## src/mecs_pkg.sv

```systemverilog
// Shared types, constants and CRC helpers for the mnemonic encoder with CRC stream.
package mecs_pkg;

	localparam int MAX_WORDS = 1024;
	localparam int CAP_W = 11;
	localparam int POS_W = 10;
	localparam int CNT_W = 16;
	localparam int WORD_W = 32;
	localparam int IDX_W = 3;

	localparam logic [CNT_W-1:0] COUNT_MAX = '1;
	localparam logic [WORD_W-1:0] CRC_POLY = 32'h82F63B78;

	localparam logic [23:0] TXT_NOP = "NOP";
	localparam logic [23:0] TXT_RET = "RET";
	localparam logic [23:0] TXT_BRK = "BRK";
	localparam logic [23:0] TXT_HLT = "HLT";
	localparam logic [7:0] MATCH_LEN = 8'd3;

	typedef enum logic [1:0] {
		ARCH_A64   = 2'd0,
		ARCH_X86   = 2'd1,
		ARCH_RV    = 2'd2,
		ARCH_OTHER = 2'd3
	} arch_t;

	typedef enum logic [IDX_W-1:0] {
		REG_ARCH = 3'd0,
		REG_CAP  = 3'd1,
		REG_NOP  = 3'd2,
		REG_RET  = 3'd3,
		REG_BRK  = 3'd4,
		REG_HLT  = 3'd5
	} reg_idx_t;

	typedef enum logic [1:0] {
		MN_NOP = 2'd0,
		MN_RET = 2'd1,
		MN_BRK = 2'd2,
		MN_HLT = 2'd3
	} mnem_t;

	typedef logic [WORD_W-1:0] word_tab_t [4];

	localparam word_tab_t X86_WORDS = '{32'h00000090, 32'h000000C3, 32'h000000CC, 32'h000000F4};
	localparam word_tab_t RV_WORDS = '{32'h00000013, 32'h00008067, 32'h00100073, 32'h10500073};

	typedef struct packed {
		arch_t arch;
		logic [WORD_W-1:0] nop_word;
		logic [WORD_W-1:0] ret_word;
		logic [WORD_W-1:0] brk_word;
		logic [WORD_W-1:0] hlt_word;
	} enc_cfg_t;

	typedef struct packed {
		logic matched;
		logic [WORD_W-1:0] word;
		logic last;
	} job_t;

	typedef logic [WORD_W-1:0] crc_mat_t [WORD_W];

	// Column i is the fold of a word with only bit i set; the fold is linear over XOR.
	function automatic crc_mat_t crc_cols();
		crc_mat_t m;
		logic [WORD_W-1:0] x;
		for (int i = 0; i < WORD_W; i++) begin
			x = WORD_W'(1) << i;
			for (int k = 0; k < WORD_W; k++) begin
				x = x[0] ? ((x >> 1) ^ CRC_POLY) : (x >> 1);
			end
			m[i] = x;
		end
		return m;
	endfunction

	localparam crc_mat_t CRC_COL = crc_cols();

	function automatic logic [WORD_W-1:0] crc_fold(input logic [WORD_W-1:0] crc,
		input logic [WORD_W-1:0] word);
		logic [WORD_W-1:0] x;
		logic [WORD_W-1:0] r;
		x = crc ^ word;
		r = '0;
		for (int i = 0; i < WORD_W; i++) begin
			r = r ^ (x[i] ? CRC_COL[i] : '0);
		end
		return r;
	endfunction

endpackage

```

## src/mecs_token_if.sv

```systemverilog
// Token channel: valid, ready and one mnemonic token.
interface mecs_token_if;
	logic valid;
	logic ready;
	logic [7:0] token_length;
	logic [7:0] char_first;
	logic [7:0] char_second;
	logic [7:0] char_third;
	logic last_of_block;

	modport source(output valid, token_length, char_first, char_second, char_third,
		last_of_block, input ready);
	modport sink(input valid, token_length, char_first, char_second, char_third,
		last_of_block, output ready);
endinterface

```

## src/mecs_result_if.sv

```systemverilog
// Result channel: valid, ready and one encoder result word.
interface mecs_result_if;
	logic valid;
	logic ready;
	logic word_valid;
	logic [31:0] instr_word;
	logic [9:0] word_position;
	logic [15:0] accepted_total;
	logic [15:0] rejected_total;
	logic [31:0] crc_value;
	logic block_end;

	modport source(output valid, word_valid, instr_word, word_position, accepted_total,
		rejected_total, crc_value, block_end, input ready);
	modport sink(input valid, word_valid, instr_word, word_position, accepted_total,
		rejected_total, crc_value, block_end, output ready);
endinterface

```

## src/mnemonic_encode_crc_stream_unit.sv

```systemverilog
// Top level of the mnemonic encoder with running CRC-32C over the emitted words.
// A token is written into the queue and then popped into the registered result stage; a held result can stall it.
// Throughput: one token per cycle while the queue is not full; the front end and back end each take one word a cycle
// when not stalled, with a two-entry queue between them and a registered result stage.
// Reset: arst_n clears the queue, counters, position and CRC and loads the register defaults.
module mnemonic_encode_crc_stream_unit (
	input logic clk,
	input logic arst_n,
	mecs_token_if.sink tok,
	mecs_result_if.source res,
	input logic cfg_we,
	input logic [mecs_pkg::IDX_W-1:0] cfg_index,
	input logic [mecs_pkg::WORD_W-1:0] cfg_data
);
	import mecs_pkg::*;

	enc_cfg_t cfg_q;
	logic [CAP_W-1:0] capacity_q;

	logic push;
	job_t push_job;
	logic q_full;
	logic q_pop;
	logic q_valid;
	job_t q_data;

	always_ff @(posedge clk or negedge arst_n) begin
		if (!arst_n) begin
			cfg_q.arch <= ARCH_A64;
			capacity_q <= CAP_W'(MAX_WORDS);
			cfg_q.nop_word <= 32'hD503201F;
			cfg_q.ret_word <= 32'hD65F03C0;
			cfg_q.brk_word <= 32'hD4200000;
			cfg_q.hlt_word <= 32'hD4400000;
		end else if (cfg_we) begin
			case (cfg_index)
				REG_ARCH: cfg_q.arch <= arch_t'(cfg_data[1:0]);
				REG_CAP: capacity_q <= cfg_data[CAP_W-1:0];
				REG_NOP: cfg_q.nop_word <= cfg_data;
				REG_RET: cfg_q.ret_word <= cfg_data;
				REG_BRK: cfg_q.brk_word <= cfg_data;
				REG_HLT: cfg_q.hlt_word <= cfg_data;
				default: ;
			endcase
		end
	end

	mecs_front u_front (
		.tok(tok),
		.cfg(cfg_q),
		.q_full(q_full),
		.push(push),
		.job(push_job)
	);

	mecs_queue u_queue (
		.clk(clk),
		.arst_n(arst_n),
		.push(push),
		.push_data(push_job),
		.full(q_full),
		.pop(q_pop),
		.q_valid(q_valid),
		.q_data(q_data)
	);

	mecs_back u_back (
		.clk(clk),
		.arst_n(arst_n),
		.capacity(capacity_q),
		.q_valid(q_valid),
		.q_data(q_data),
		.pop(q_pop),
		.res(res)
	);

endmodule

```

## src/mecs_front.sv

```systemverilog
// Front end: takes tokens, matches the mnemonic and picks the instruction word.
module mecs_front (
	mecs_token_if.sink tok,
	input mecs_pkg::enc_cfg_t cfg,
	input logic q_full,
	output logic push,
	output mecs_pkg::job_t job
);
	import mecs_pkg::*;

	logic [23:0] text;
	logic hit;
	mnem_t which;

	assign tok.ready = !q_full;
	assign push = tok.valid && !q_full;
	assign text = {tok.char_first, tok.char_second, tok.char_third};

	always_comb begin
		hit = 1'b0;
		which = MN_NOP;
		if (tok.token_length == MATCH_LEN) begin
			if (text == TXT_NOP) begin
				hit = 1'b1;
				which = MN_NOP;
			end else if (text == TXT_RET) begin
				hit = 1'b1;
				which = MN_RET;
			end else if (text == TXT_BRK) begin
				hit = 1'b1;
				which = MN_BRK;
			end else if (text == TXT_HLT) begin
				hit = 1'b1;
				which = MN_HLT;
			end
		end
	end

	always_comb begin
		job.matched = hit;
		job.last = tok.last_of_block;
		case (cfg.arch)
			ARCH_X86: job.word = X86_WORDS[which];
			ARCH_RV: job.word = RV_WORDS[which];
			default: begin
				case (which)
					MN_NOP: job.word = cfg.nop_word;
					MN_RET: job.word = cfg.ret_word;
					MN_BRK: job.word = cfg.brk_word;
					default: job.word = cfg.hlt_word;
				endcase
			end
		endcase
	end

endmodule

```

## src/mecs_queue.sv

```systemverilog
// Two-entry queue between the front end and the back end.
module mecs_queue (
	input logic clk,
	input logic arst_n,
	input logic push,
	input mecs_pkg::job_t push_data,
	output logic full,
	input logic pop,
	output logic q_valid,
	output mecs_pkg::job_t q_data
);
	import mecs_pkg::*;

	job_t entry_q [2];
	logic wr_ptr_q;
	logic rd_ptr_q;
	logic [1:0] count_q;

	assign full = (count_q == 2'd2);
	assign q_valid = (count_q != 2'd0);
	assign q_data = entry_q[rd_ptr_q];

	always_ff @(posedge clk) begin
		if (push) begin
			entry_q[wr_ptr_q] <= push_data;
		end
	end

	always_ff @(posedge clk or negedge arst_n) begin
		if (!arst_n) begin
			wr_ptr_q <= 1'b0;
			rd_ptr_q <= 1'b0;
			count_q <= 2'd0;
		end else begin
			if (push) begin
				wr_ptr_q <= !wr_ptr_q;
			end
			if (pop) begin
				rd_ptr_q <= !rd_ptr_q;
			end
			case ({push, pop})
				2'b10: count_q <= count_q + 2'd1;
				2'b01: count_q <= count_q - 2'd1;
				default: count_q <= count_q;
			endcase
		end
	end

	property p_no_overflow;
		@(posedge clk) disable iff (!arst_n) full |-> !push;
	endproperty
	a_no_overflow: assert property (p_no_overflow) else $error("queue written while full");

	property p_no_underflow;
		@(posedge clk) disable iff (!arst_n) pop |-> q_valid;
	endproperty
	a_no_underflow: assert property (p_no_underflow) else $error("queue read while empty");

	property p_count_step;
		@(posedge clk) disable iff (!arst_n) (push && !pop) |=> count_q == $past(count_q) + 2'd1;
	endproperty
	a_count_step: assert property (p_count_step) else $error("queue count did not advance");

endmodule

```

## src/mecs_back.sv

```systemverilog
// Back end: buffer position, counters, running CRC-32C and the output register.
module mecs_back (
	input logic clk,
	input logic arst_n,
	input logic [mecs_pkg::CAP_W-1:0] capacity,
	input logic q_valid,
	input mecs_pkg::job_t q_data,
	output logic pop,
	mecs_result_if.source res
);
	import mecs_pkg::*;

	logic [CAP_W-1:0] wp_q;
	logic [CNT_W-1:0] acc_q;
	logic [CNT_W-1:0] rej_q;
	logic [WORD_W-1:0] crc_q;

	logic out_valid_q;
	logic word_valid_q;
	logic [WORD_W-1:0] instr_word_q;
	logic [POS_W-1:0] word_position_q;
	logic [CNT_W-1:0] acc_out_q;
	logic [CNT_W-1:0] rej_out_q;
	logic [WORD_W-1:0] crc_out_q;
	logic block_end_q;

	logic [CAP_W-1:0] cap_eff;
	logic active;
	logic take;
	logic [CAP_W-1:0] wp_n;
	logic [CNT_W-1:0] acc_n;
	logic [CNT_W-1:0] rej_n;
	logic [WORD_W-1:0] crc_n;

	assign pop = q_valid && (!out_valid_q || res.ready);

	assign cap_eff = (capacity > CAP_W'(MAX_WORDS)) ? CAP_W'(MAX_WORDS) : capacity;
	assign active = (cap_eff != '0);
	assign take = active && q_data.matched && (wp_q < cap_eff);

	always_comb begin
		wp_n = take ? (wp_q + CAP_W'(1)) : wp_q;
		acc_n = (take && acc_q != COUNT_MAX) ? (acc_q + CNT_W'(1)) : acc_q;
		rej_n = (active && !take && rej_q != COUNT_MAX) ? (rej_q + CNT_W'(1)) : rej_q;
		crc_n = take ? crc_fold(crc_q, q_data.word) : crc_q;
	end

	always_ff @(posedge clk or negedge arst_n) begin
		if (!arst_n) begin
			wp_q <= '0;
			acc_q <= '0;
			rej_q <= '0;
			crc_q <= '0;
			out_valid_q <= 1'b0;
		end else begin
			if (pop) begin
				out_valid_q <= 1'b1;
				if (q_data.last) begin
					wp_q <= '0;
					acc_q <= '0;
					rej_q <= '0;
					crc_q <= '0;
				end else begin
					wp_q <= wp_n;
					acc_q <= acc_n;
					rej_q <= rej_n;
					crc_q <= crc_n;
				end
			end else if (res.ready) begin
				out_valid_q <= 1'b0;
			end
		end
	end

	always_ff @(posedge clk) begin
		if (pop) begin
			word_valid_q <= take;
			instr_word_q <= take ? q_data.word : '0;
			word_position_q <= take ? wp_q[POS_W-1:0] : '0;
			acc_out_q <= acc_n;
			rej_out_q <= rej_n;
			crc_out_q <= crc_n;
			block_end_q <= q_data.last;
		end
	end

	assign res.valid = out_valid_q;
	assign res.word_valid = word_valid_q;
	assign res.instr_word = instr_word_q;
	assign res.word_position = word_position_q;
	assign res.accepted_total = acc_out_q;
	assign res.rejected_total = rej_out_q;
	assign res.crc_value = crc_out_q;
	assign res.block_end = block_end_q;

	property p_empty_word;
		@(posedge clk) disable iff (!arst_n)
			(res.valid && !res.word_valid) |-> (res.instr_word == '0 && res.word_position == '0);
	endproperty
	a_empty_word: assert property (p_empty_word) else $error("rejected word carries data");

	property p_position_bound;
		@(posedge clk) disable iff (!arst_n) wp_q <= CAP_W'(MAX_WORDS);
	endproperty
	a_position_bound: assert property (p_position_bound) else $error("write position too large");

	property p_block_clear;
		@(posedge clk) disable iff (!arst_n)
			(pop && q_data.last) |=> (wp_q == '0 && acc_q == '0 && rej_q == '0 && crc_q == '0);
	endproperty
	a_block_clear: assert property (p_block_clear) else $error("state not cleared after block");

	property p_hold_result;
		@(posedge clk) disable iff (!arst_n) (res.valid && !res.ready) |-> !pop;
	endproperty
	a_hold_result: assert property (p_hold_result) else $error("result overwritten while stalled");

endmodule
```

## src/flat_wrapper.sv

```systemverilog
// flat-port wrapper written by rule: the top's interface ports become plain ports
module mnemonic_encode_crc_stream_unit_flat import mecs_pkg::*;
  (clk, arst_n, cfg_we, cfg_index, cfg_data, tok_valid, tok_token_length, tok_char_first, tok_char_second, tok_char_third, tok_last_of_block, tok_ready, res_valid, res_word_valid, res_instr_word, res_word_position, res_accepted_total, res_rejected_total, res_crc_value, res_block_end, res_ready);
  mecs_token_if tok_i ();
  mecs_result_if res_i ();
  input logic clk;
  input logic arst_n;
  input logic cfg_we;
  input logic [mecs_pkg::IDX_W-1:0] cfg_index;
  input logic [mecs_pkg::WORD_W-1:0] cfg_data;
  input wire logic [$bits(tok_i.valid)-1:0] tok_valid;
  input wire logic [$bits(tok_i.token_length)-1:0] tok_token_length;
  input wire logic [$bits(tok_i.char_first)-1:0] tok_char_first;
  input wire logic [$bits(tok_i.char_second)-1:0] tok_char_second;
  input wire logic [$bits(tok_i.char_third)-1:0] tok_char_third;
  input wire logic [$bits(tok_i.last_of_block)-1:0] tok_last_of_block;
  output wire logic [$bits(tok_i.ready)-1:0] tok_ready;
  output wire logic [$bits(res_i.valid)-1:0] res_valid;
  output wire logic [$bits(res_i.word_valid)-1:0] res_word_valid;
  output wire logic [$bits(res_i.instr_word)-1:0] res_instr_word;
  output wire logic [$bits(res_i.word_position)-1:0] res_word_position;
  output wire logic [$bits(res_i.accepted_total)-1:0] res_accepted_total;
  output wire logic [$bits(res_i.rejected_total)-1:0] res_rejected_total;
  output wire logic [$bits(res_i.crc_value)-1:0] res_crc_value;
  output wire logic [$bits(res_i.block_end)-1:0] res_block_end;
  input wire logic [$bits(res_i.ready)-1:0] res_ready;
  assign tok_i.valid = tok_valid;
  assign tok_i.token_length = tok_token_length;
  assign tok_i.char_first = tok_char_first;
  assign tok_i.char_second = tok_char_second;
  assign tok_i.char_third = tok_char_third;
  assign tok_i.last_of_block = tok_last_of_block;
  assign tok_ready = tok_i.ready;
  assign res_valid = res_i.valid;
  assign res_word_valid = res_i.word_valid;
  assign res_instr_word = res_i.instr_word;
  assign res_word_position = res_i.word_position;
  assign res_accepted_total = res_i.accepted_total;
  assign res_rejected_total = res_i.rejected_total;
  assign res_crc_value = res_i.crc_value;
  assign res_block_end = res_i.block_end;
  assign res_i.ready = res_ready;
  mnemonic_encode_crc_stream_unit u_core (.clk(clk), .arst_n(arst_n), .tok(tok_i), .res(res_i), .cfg_we(cfg_we), .cfg_index(cfg_index), .cfg_data(cfg_data));
endmodule
```

## config.mk

```make
export PLATFORM = sky130hd
export DESIGN_NAME = mnemonic_encode_crc_stream_unit_flat
export DESIGN_NICKNAME = d
export VERILOG_FILES = /design/src/mecs_pkg.sv /design/src/mecs_token_if.sv /design/src/mecs_result_if.sv /design/src/mnemonic_encode_crc_stream_unit.sv /design/src/mecs_front.sv /design/src/mecs_queue.sv /design/src/mecs_back.sv /design/src/flat_wrapper.sv
export SDC_FILE = /design/constraint.sdc
export NUM_CORES = 1
export LEC_CHECK = 0
export BUFFER_PORTS_ARGS = -buffer_cell sky130_fd_sc_hd__buf_4
export CORE_ASPECT_RATIO = 0.8
export CORE_MARGIN = 3
export CORE_UTILIZATION = 60
export CTS_CLUSTER_DIAMETER = 200
export CTS_CLUSTER_SIZE = 24
export DETAILED_ROUTE_END_ITERATION = 6
export GPL_TIMING_DRIVEN = 0
export PLACE_DENSITY = 0.8
export SKIP_LAST_GASP = 1
export SYNTH_ARGS = -nofsm -noshare
export SYNTH_HDL_FRONTEND = slang
export SYNTH_SLANG_ARGS = --single-unit
```

## constraint.sdc

```tcl
create_clock -name clk -period 10.05 [get_ports clk]
set_input_delay 1.005 -clock clk [delete_from_list [all_inputs] [get_ports clk]]
set_output_delay 1.005 -clock clk [all_outputs]
set_load 0.05 [all_outputs]
```

==> run_results.csv, run 1 <==
group,metric,value,unit
synth,synth_top_family_by_area,"XOR/XNOR gates",
drt,routed_via_density,6.12,
setup_path,crit_buf_inv,4,
outcome,violations,"design-rule violations",
synth,seq_area_frac_synth,0.533,
sta,final-hold-violation-count,0,
place,io_buffer_count,182,
die,rows,59,
sta,skew,0.0181,ns
place,placed_area,0.0224,sq mm
synth,synthDistinctLibCells,67,
layout,diodes,0,
cts,hold_buffers,0,
setup_path,critPathArrivalTime,5.06,ns
job,cap_violations,0,
global_route,antenna_found_initial,0,
global_route,top_usage_layer,"met2",
drt,postRouteWirelength,50900,um
setup_path,cp_slowest_cell,"nor3_1",
layout,design_area,0.0230,sq mm
sta,tns,0,ns
setup_path,worstSetupPathType,"in2reg",
synth,netlist_area,0.0204,sq mm
cts,numCtsBuffers,20,
synth,synth-edff-count,176,
cts,clkSinkCount,397,
layout,areaGrowthSynthToFinish,12.7,%
global_route,grtUsageMet3,0.0467,
synth,ys.warnings.count,0,
setup_path,crit_top_cell,"clkbuf_1",
setup_path,critPathCaptureType,"register",
synth,netlist_instances,1559,
layout,fin_util,0.697,
setup_path,crit_path_start_kind,"input port",
sta,max_freq,0.208,GHz
drt,vias,13500,
synth,synth_flop_cell,"dfrtp_1",
sta,finalSetupViolCount,0,
die,initial_utilization,0.618,
global_route,use_met2,0.461,
synth,synth_top_area_cell,"edfxtp_1",
sta,hold_ws,0.441,ns
drt,dr.pass1.iters,7,
sta,slew_violations,0,
synth,synthSimpleGateAreaFrac,0.0838,
synth,synth_fp_nets,1655,
die,die_area,0.0363,sq mm
synth,synth-xor-area-share,0.173,
sta,worst_slew_pin_slew,1.06,ns
drt,drc,3,
layout,drive_gt1_frac,0.253,
synth,async_flop_share,0.557,
drt,first_iter_violations,1344,
cts,clock_path_buffers,3,
place,gp_congestion,0.957,
cts,htree_levels,1,
synth,ys_ff_latch,397,
sta,period_share,0.479,
global_route,grt_max_degree,132,
synth,synth.area.top_cells,"edfxtp_1, dfrtp_1, mux2_2",
setup_path,slowest_delay,0.89,ns
drt,drtAntennaViolNets,0,
synth,synth_top_area_frac,0.259,
setup_path,crit_family,"simple AND/OR/NAND/NOR gates",
cts,root_buffer,"clkbuf_16",
outcome,outcome,"complete, but fails checks",
synth,synth-adder-area-share,0.0141,
drt,wl_per_cell,23.1,um
cts,path_clk_slew,0.10,ns
cts,clock_latency,0.56,ns
global_route,grt_overflow,0,
place,place_hpwl,37500,um
global_route,grt_pass1_vias,13500,
setup_path,crit_required,10.30,ns
cts,postCtsResizedCells,0,
setup_path,critPathMaxFanout,10,
sta,slew_headroom,0.288,
global_route,grt_pass1_wl,78600,um
die,coreArea,0.0330,sq mm
sta,rsz0062_at_grt,"no",
synth,syn_area_per_cell,13.1,sq um
global_route,grt.total_usage,0.282,
layout,nets,1862,
sta,layout_min_cycle_time,4.81,ns
cts,cts_tree,"yes",
hold_path,hp-class,"in2async",
synth,synthMuxAreaShare,0.0983,
die,fp.dieW,212,um
synth,synth_compound_area_frac,0.0786,
global_route,grt_util_met1,0.405,
setup_path,crit_chain,"buf_4, nor4b_1, nand4b_1, nor4_1, a41oi_1, nor3_1, inv_1, ha_1, clkbuf_1, clkbuf_1, a222oi_1, nand2_1, o21ai_0, a21oi_1",
die,pin_count,183,
cts,cts_setup_buffers,0,
die,die_h,171,um
worst reg2reg max path, delay by kind of cell, from the launching register on:
family | cells | cell delay (ns)
simple gates | 2 | 0.28
buf+inv | 6 | 2.40
flops | 1 | 0.38
fa+ha+maj | 1 | 0.32
compound gates | 4 | 0.76
through the flow:
stage,worst slack (ns),instances
floorplan,4.70,1559
global placement,2.45,2168
detailed placement,4.79,2171
CTS,5.33,2207
global route,4.86,2207
finish,5.24,2207
cell type report:
cell class,instances,area (sq um)
Timing Repair Buffer,185,1450
Inverter,22,87.6
Multi-Input combinational cell,1069,9150
Sequential cell,397,10900
Clock inverter,2,32.5
Buffer,71,318
Fill cell,2338,10000
Clock buffer,34,553
Tap cell,427,534
worst paths after layout:
kind	start	end	slack (ns)	cells after the start
worst max-delay path	tok_char_first[7]	u_core.u_queue.entry_q[0][3]	5.24	14
min in group clk	u_core.cfg_q[49]	u_core.cfg_q[49]	0.51	1
max in group asynchronous	arst_n	u_core.cfg_q[33]	8.38	2
worst max register to register	u_core.capacity_q[10]	u_core.u_back.res.instr_word[28]	5.64	13
worst min-delay path	arst_n	u_core.u_back.crc_q[16]	0.44	1
worst min register to register	u_core.cfg_q[49]	u_core.cfg_q[49]	0.51	1
sequential cells by signal (all words and copies together) (netlist names), 32 cells and up:
register and flops:
u_core.u_back.crc_q 32, u_core.cfg_q 130, u_core.u_back.res.crc_value 32, u_core.u_queue.entry_q 68
u_core.u_back.res.instr_word 32
routing by layer:
layer  up-vias  share of wire
met5         -              0
met4         0          0.021
met3        69          0.075
met2       538           0.48
met1      6826           0.43
li1       6073              -
layout by cell type (no fill, tap or decap), types with 9 or more instances in the layout:
master       n
o211a_1     19
o21ai_1     22
mux2_2     141
and2_1      12
edfxtp_1   176
xnor2_2     36
xor2_1      36
inv_1       19
nand2_1    159
o21ai_0     70
or4_1       16
a222oi_1    32
o31ai_1     11
nand3_1     28
a21oi_1     16
a22o_1      10
clkbuf_1    76
nor4_1       9
mux2i_1     23
nor3_1      12
clkbuf_16   20
a21o_1      15
xnor3_1     43
o211ai_1    14
nand4_1     14
or3_1        9
dfrtp_1    182
nor2_1      71
dfstp_2     39
ha_1        23
xnor2_1    148
buf_4      181
synthesized netlist by cell type (5+ instances only):
| master | number |
|---|---|
| nor3_1 | 12 |
| a21o_1 | 15 |
| nand3_1 | 28 |
| and3_1 | 9 |
| ha_1 | 23 |
| or3_1 | 9 |
| buf_1 | 5 |
| o21ai_1 | 22 |
| nand4_1 | 14 |
| xnor2_2 | 36 |
| a22o_1 | 10 |
| xnor3_1 | 43 |
| o21ai_0 | 70 |
| inv_1 | 19 |
| nor4_1 | 9 |
| a31oi_1 | 5 |
| xor2_1 | 36 |
| o31ai_1 | 11 |
| mux2_2 | 141 |
| a222oi_1 | 32 |
| or4_1 | 16 |
| mux2i_1 | 23 |
| xnor2_1 | 148 |
| nand2_1 | 159 |
| mux2i_2 | 7 |
| edfxtp_1 | 176 |
| a21oi_1 | 16 |
| dfstp_2 | 39 |
| o211a_1 | 19 |
| and2_1 | 12 |
| xor3_1 | 8 |
| nor3b_1 | 5 |
| o211ai_1 | 14 |
| dfrtp_1 | 182 |
| clkbuf_1 | 62 |
| nor2_1 | 72 |
cells by family (layout without fill, tap and decap cells):
family / after synthesis / in the layout
adder cells (fa/ha/maj): 23 / 23
multiplexers: 175 / 175
XOR/XNOR: 278 / 278
buffers and inverters: 93 / 314
AO/OA/AOI/OAI: 229 / 229
flip-flops: 397 / 397
AND/OR/NAND/NOR: 364 / 364
Power of run 1 is left out: the tool's default activity adds up to more than one toggle a clock period on the data nets, which glitch-free logic cannot reach.
==> run 2, diff against run 1 <==
--- a/config.mk
+++ b/config.mk
@@ -5,15 +5,16 @@
 export SDC_FILE = /design/constraint.sdc
 export NUM_CORES = 1
 export LEC_CHECK = 0
+export ABC_AREA = 1
 export BUFFER_PORTS_ARGS = -buffer_cell sky130_fd_sc_hd__buf_4
 export CORE_ASPECT_RATIO = 0.8
 export CORE_MARGIN = 3
-export CORE_UTILIZATION = 60
+export CORE_UTILIZATION = 55
 export CTS_CLUSTER_DIAMETER = 200
 export CTS_CLUSTER_SIZE = 24
 export DETAILED_ROUTE_END_ITERATION = 6
 export GPL_TIMING_DRIVEN = 0
-export PLACE_DENSITY = 0.8
+export PLACE_DENSITY = 0.77
 export SKIP_LAST_GASP = 1
 export SYNTH_ARGS = -nofsm -noshare
 export SYNTH_HDL_FRONTEND = slang
==> constraint.sdc (replaced) <==
create_clock -name clk -period 3.9 [get_ports clk]
set_input_delay 0.39 -clock clk [delete_from_list [all_inputs] [get_ports clk]]
set_output_delay 0.39 -clock clk [all_outputs]
set_load 0.05 [all_outputs]
==> run 2 against run 1 <==
The flow now finishes without violations. Largest cell class is now multi-input gates. Worst setup slack worse by 5.1 ns. Non-clock buffer count up 32. Global-route usage up 6.5 points. Clock skew up 0.0099 ns. Final area up 16%. Register-to-register slack worse by 5.4 ns. Critical path type unchanged. Area after synthesis up 17%. Critical endpoint is now u_core.u_queue.entry_q[0][12].
==> run_results.csv, run 2 <==
group,metric,value,unit
setup_path,crit_buf_inv,6,
layout,nets,3441,
cts,postCtsResizedCells,0,
setup_path,critPathCaptureType,"register",
drt,first_iter_violations,2587,
layout,fin_util,0.629,
cts,numCtsBuffers,20,
drt,drtAntennaViolNets,0,
global_route,antenna_found_initial,3,
drt,routed_via_density,5.81,
die,fp.dieW,239,um
die,pin_count,183,
die,die_area,0.0459,sq mm
cts,clock_path_buffers,3,
drt,postRouteWirelength,80700,um
hold_path,hp-class,"in2reg",
layout,largest_reg_flops,130,
global_route,grt_pass1_vias,20900,
synth,async_flop_share,0.557,
synth,seq_area_frac_synth,0.456,
die,rows,67,
layout,areaGrowthSynthToFinish,11.7,%
place,gp_congestion,1.02,
cts,htree_levels,1,
layout,drive_gt1_frac,0.121,
synth,ys.warnings.count,0,
synth,synth-edff-count,176,
global_route,grt_overflow,0,
sta,slew_violations,0,
sta,period_share,0.965,
job,cap_violations,0,
sta,max_freq,0.266,GHz
cts,cts_tree,"yes",
outcome,outcome,"finished clean",
layout,max_flop_register,"u_core.cfg_q",
layout,final_common_cell,"nand2_1",
synth,synth.area.top_cells,"edfxtp_1, nand2_1, dfrtp_1",
setup_path,critPathArrivalTime,3.99,ns
sta,finalSetupViolCount,0,
layout,fill_cells,3676,
synth,netlist_instances,3136,
global_route,grt_pass1_wl,122000,um
sta,skew,0.0279,ns
sta,worst_slew_pin_slew,0.983,ns
setup_path,crit_family,"buffers and inverters",
layout,reg_top3,"u_core.cfg_q x130, u_core.u_queue.entry_q x68",
synth,synth_top_area_cell,"edfxtp_1",
sta,layout_min_cycle_time,3.76,ns
drt,vias,22700,
die,die_h,192,um
synth,syn_area_per_cell,7.60,sq um
synth,synth_fp_nets,3232,
global_route,grt_max_degree,119,
setup_path,worstSetupPathType,"in2reg",
die,initial_utilization,0.563,
setup_path,crit_chain,"buf_4, nor2_1, inv_1, nor4_1, inv_1, nor2_1, nand3_1, nand2_1, inv_1, nand2_1, ha_1, clkbuf_1, clkbuf_1, nand2_1, a31oi_1",
place,io_buffer_count,182,
setup_path,cp_slowest_cell,"a31oi_1",
cts,path_clk_slew,0.10,ns
drt,dr.pass1.iters,7,
cts,clock_latency,0.58,ns
synth,ys_ff_latch,397,
synth,synth_top_area_frac,0.222,
setup_path,slowest_delay,0.77,ns
synth,synth_flop_cell,"dfrtp_1",
drt,wl_per_cell,20.6,um
drt,drc,0,
synth,netlist_area,0.0238,sq mm
sta,final-hold-violation-count,0,
global_route,grt.total_usage,0.347,
synth,synthDistinctLibCells,50,
layout,final_cell_mix,"nand2_1, inv_1, nand3_1",
synth,ys_top_cells_by_count,"nand2_1, inv_1, nand3_1",
setup_path,critPathMaxFanout,10,
cts,root_buffer,"clkbuf_16",
setup_path,crit_path_start_kind,"input port",
setup_path,crit_required,4.13,ns
synth,synth.most_common_cell,"nand2_1",
die,coreArea,0.0423,sq mm
cts,clkSinkCount,397,
sta,slew_headroom,0.342,
place,place_hpwl,60800,um
[run 2: changes by cell type after synthesis, moves of 35 or more]
cell / delta
nand2_1: +1158
xor2_1: +58
xnor3_1: -43
o21ai_0: +138
mux2_2: -141
inv_1: +267
xnor2_1: -124
nand2_2: +50
xnor2_2: -35
nand3_1: +253
[run 2: through the flow]
| stage | TNS, ns | setup WS (ns) | hold WS [ns] | area (sq um) | instances |
|---|---|---|---|---|---|
| 2_1_floorplan | 0 | 0.290 | 0.0944 | 23800 | 3136 |
| 3_3_place_gp | -29.39 | -0.840 | 0.461 | 25900 | 3870 |
| 3_5_place_dp | -0.303 | -0.0895 | 0.468 | 26000 | 3873 |
| 4_1_cts | 0 | 0.296 | 0.0117 | 26600 | 3911 |
| 5_1_grt | -0.0534 | -0.0274 | 0.00691 | 26600 | 3912 |
| 6_report | 0 | 0.138 | 0.0181 | 26600 | 3912 |
[run 2: cell families (layout without fill, tap and decap cells)]
| group | Yosys count | after routing | synth area share |
|---|---|---|---|
| buffers and inverters | 408 | 631 | 0.0715 |
| other | 0 | 1 | 0 |
| adder cells (fa/ha/maj) | 23 | 23 | 0.0121 |
| AND/OR/NAND/NOR | 1838 | 1838 | 0.324 |
| XOR/XNOR | 138 | 138 | 0.0584 |
| flip-flops | 397 | 397 | 0.456 |
| AO/OA/AOI/OAI | 332 | 332 | 0.0779 |
[run 2: timing repair]
| item | in CTS | in global routing |
|---|---|---|
| hold buffers | 2 | 0 |
| endpoints found under the hold margin | 73 | 0 |
| setup buffers | 0 | 0 |
[run 2: worst paths after layout]
check	endpoint	startpoint	cells after the start	slack [ns]
min reg2reg	u_core.cfg_q[12]	u_core.cfg_q[12]	2	0.49
max in group asynchronous	u_core.capacity_q[8]	arst_n	3	2.37
min in group asynchronous	u_core.u_back.rej_q[0]	arst_n	2	0.44
max	u_core.u_queue.entry_q[0][12]	tok_char_third[7]	15	0.14
max reg2reg	u_core.u_back.res.instr_word[8]	u_core.capacity_q[9]	17	0.22
min	u_core.u_queue.entry_q[1][0]	tok_last_of_block	1	0.02
[run 2: routing by layer]
layer	vias to the layer above	GRT usage	wire [um]
met4	4	0.112	2880
met5	-	0	34
met2	1252	0.538	35900
met1	10800	0.491	33300
met3	184	0.0706	8510
li1	10500	-	-
[run 2: cell type report]
type | count | area (sq um) | share of cell area
clock inverters | 2 | 46.3 | 0.00174
diodes | 1 | 2.50 | 0.0000940
clock buffers | 34 | 553 | 0.0208
flip-flops and latches | 397 | 10900 | 0.408
multi-input cells | 2331 | 11300 | 0.424
inverters | 307 | 1150 | 0.0434
repair buffers | 187 | 1460 | 0.0549
well taps | 552 | 691 | 0.0259
plain buffers | 101 | 559 | 0.0210
[run 2: worst register-to-register path, delay by kind of cell, from the launching register on]
kind                       cells  cell delay (ns)
adders and majority gates      1             0.32
and+or+nand+nor                6             0.85
DFF                            1             0.42
buffers and inverters          6             0.91
AOI/OAI and AO/OA              4             0.91
Power of run 2 is left out for the same reason.
==> run 3, diff against run 2 <==
--- a/config.mk
+++ b/config.mk
@@ -15,6 +15,7 @@
 export DETAILED_ROUTE_END_ITERATION = 6
 export GPL_TIMING_DRIVEN = 0
 export PLACE_DENSITY = 0.77
+export SETUP_SLACK_MARGIN = 0.15
 export SKIP_LAST_GASP = 1
 export SYNTH_ARGS = -nofsm -noshare
 export SYNTH_HDL_FRONTEND = slang
==> run 3 against run 2 <==
The run now ends with design-rule violations left. Critical path depth shrank 1. Sequential share of layout area is essentially flat. Worst setup slack gained 0.094 ns. Cell count is essentially flat. Die area is the same. Wire length grew 0.30%. Flip-flop and latch count is the same. Worst hold slack gained 0.0065 ns. Non-clock buffer count is the same.
==> run_results.csv, run 3 (synthesis gave the netlist of run 2 again) <==
group,metric,value,unit
outcome,outcome,"complete, but fails checks",
outcome,violations,"design-rule violations",
die,die_h,192,um
job,cap_violations,0,
sta,slew_headroom,0.340,
setup_path,crit_path_start,"u_core.capacity_q[9]",
layout,nets,3441,
cts,root_buffer,"clkbuf_16",
die,fp.dieW,239,um
layout,reg_top3,"u_core.cfg_q x130, u_core.u_queue.entry_q x68",
die,pin_count,183,
global_route,grt_pass1_vias,20900,
place,gp_congestion,1.02,
drt,drtAntennaViolNets,0,
sta,slew_violations,0,
sta,tns,0,ns
setup_path,r2r-start,"u_core.capacity_q[9]",
layout,final_cell_mix,"nand2_1, inv_1, nand3_1",
sta,skew,0.0322,ns
layout,diodes,0,
hold_path,worstHoldStart,"tok_last_of_block",
global_route,grt_pass1_wl,122000,um
layout,fin_util,0.629,
drt,wl_per_cell,20.7,um
layout,areaGrowthSynthToFinish,11.8,%
die,die_area,0.0459,sq mm
setup_path,slowest_delay,0.69,ns
layout,final_common_cell,"nand2_1",
drt,dr.pass1.iters,7,
drt,routed_via_density,5.81,
sta,worst_slew_pin_slew,0.989,ns
setup_path,crit_required,4.16,ns
die,initial_utilization,0.563,
sta,max_freq,0.273,GHz
global_route,grt_max_degree,119,
cts,clock_latency,0.58,ns
setup_path,critPathMaxFanout,10,
setup_path,crit_chain,"or2_1, inv_2, nand2_1, o21ai_4, nand2_1, ha_1, a21oi_1, o21ai_0, nand4_1, and3_1, and3_1, buf_6, buf_1, a21boi_1",
cts,clock_path_buffers,3,
cts,cts_tree,"yes",
cts,path_clk_slew,0.11,ns
cts,htree_levels,1,
setup_path,critPathCaptureType,"register",
sta,rsz0062_at_grt,"no",
setup_path,critPathArrivalTime,3.93,ns
global_route,grt_overflow,0,
global_route,antenna_found_initial,2,
setup_path,crit_path_start_kind,"register",
setup_path,worstSetupPathType,"reg2reg",
layout,drive_gt1_frac,0.123,
place,io_buffer_count,182,
sta,finalSetupViolCount,0,
die,rows,67,
layout,largest_reg_flops,130,
setup_path,cp_slowest_cell,"buf_1",
drt,postRouteWirelength,80900,um
drt,first_iter_violations,2592,
cts,clkSinkCount,397,
cts,cts_setup_buffers,0,
drt,vias,22700,
cts,numCtsBuffers,20,
drt,drc,3,
hold_path,hp-class,"in2reg",
sta,layout_min_cycle_time,3.67,ns
sta,period_share,0.940,
sta,final-hold-violation-count,0,
die,coreArea,0.0423,sq mm
layout,max_flop_register,"u_core.cfg_q",
global_route,grt.total_usage,0.347,
place,place_hpwl,60800,um
## run 3: final cells by class
class                      count  area [sq um]
timing repair buffer         187          1460
multi-input combinational   2331         11300
buffer                       101           567
tap                          552           691
sequential                   397         10900
clock buffer                  34           553
clock inverter                 2          46.3
fill                        3674         15700
inverter                     307          1150
## run 3: worst max-delay path: cells and delay by family (launching register included)
| kind | cells | cell delay [ns] |
|---|---|---|
| AOI/OAI and AO/OA | 4 | 0.77 |
| buffers and inverters | 3 | 0.99 |
| DFF | 1 | 0.41 |
| and+or+nand+nor | 6 | 0.84 |
| adders and majority gates | 1 | 0.32 |
## run 3: worst paths after layout
path	endpoint	slack, ns	depth (start not counted)
worst max register to register	u_core.u_back.res.crc_value[31]	0.23	14
max in group asynchronous	u_core.capacity_q[2]	2.35	3
min in group asynchronous	u_core.u_back.rej_q[0]	0.45	2
worst min register to register	u_core.cfg_q[12]	0.48	2
worst max-delay path	u_core.u_back.res.crc_value[31]	0.23	14
worst min-delay path	u_core.u_queue.entry_q[1][0]	0.02	1
## run 3: what timing repair did
item	in CTS	in global routing
endpoints found under the hold margin	73	0
resized for setup	0	9
hold buffers	2	0
endpoints found under the setup margin	0	11
## run 3: stage by stage
step                      hold slack (ns)  setup slack, ns  cells  cell area, sq um
after floorplan                    0.0944            0.290   3136             23800
after global placement              0.461           -0.840   3870             25900
after detailed placement            0.468          -0.0895   3873             26000
after CTS                          0.0117            0.296   3911             26600
after global routing              0.00691            0.156   3911             26600
final                              0.0246            0.233   3911             26600
## run 3: per-layer routing
metal,global-route usage,vias up,part of all wire
li1,-,10500,-
met1,0.491,10700,0.41
met2,0.538,1285,0.44
met3,0.0706,212,0.11
met4,0.112,4,0.039
met5,0,-,0.00042
Power of run 3 is left out for the same reason.
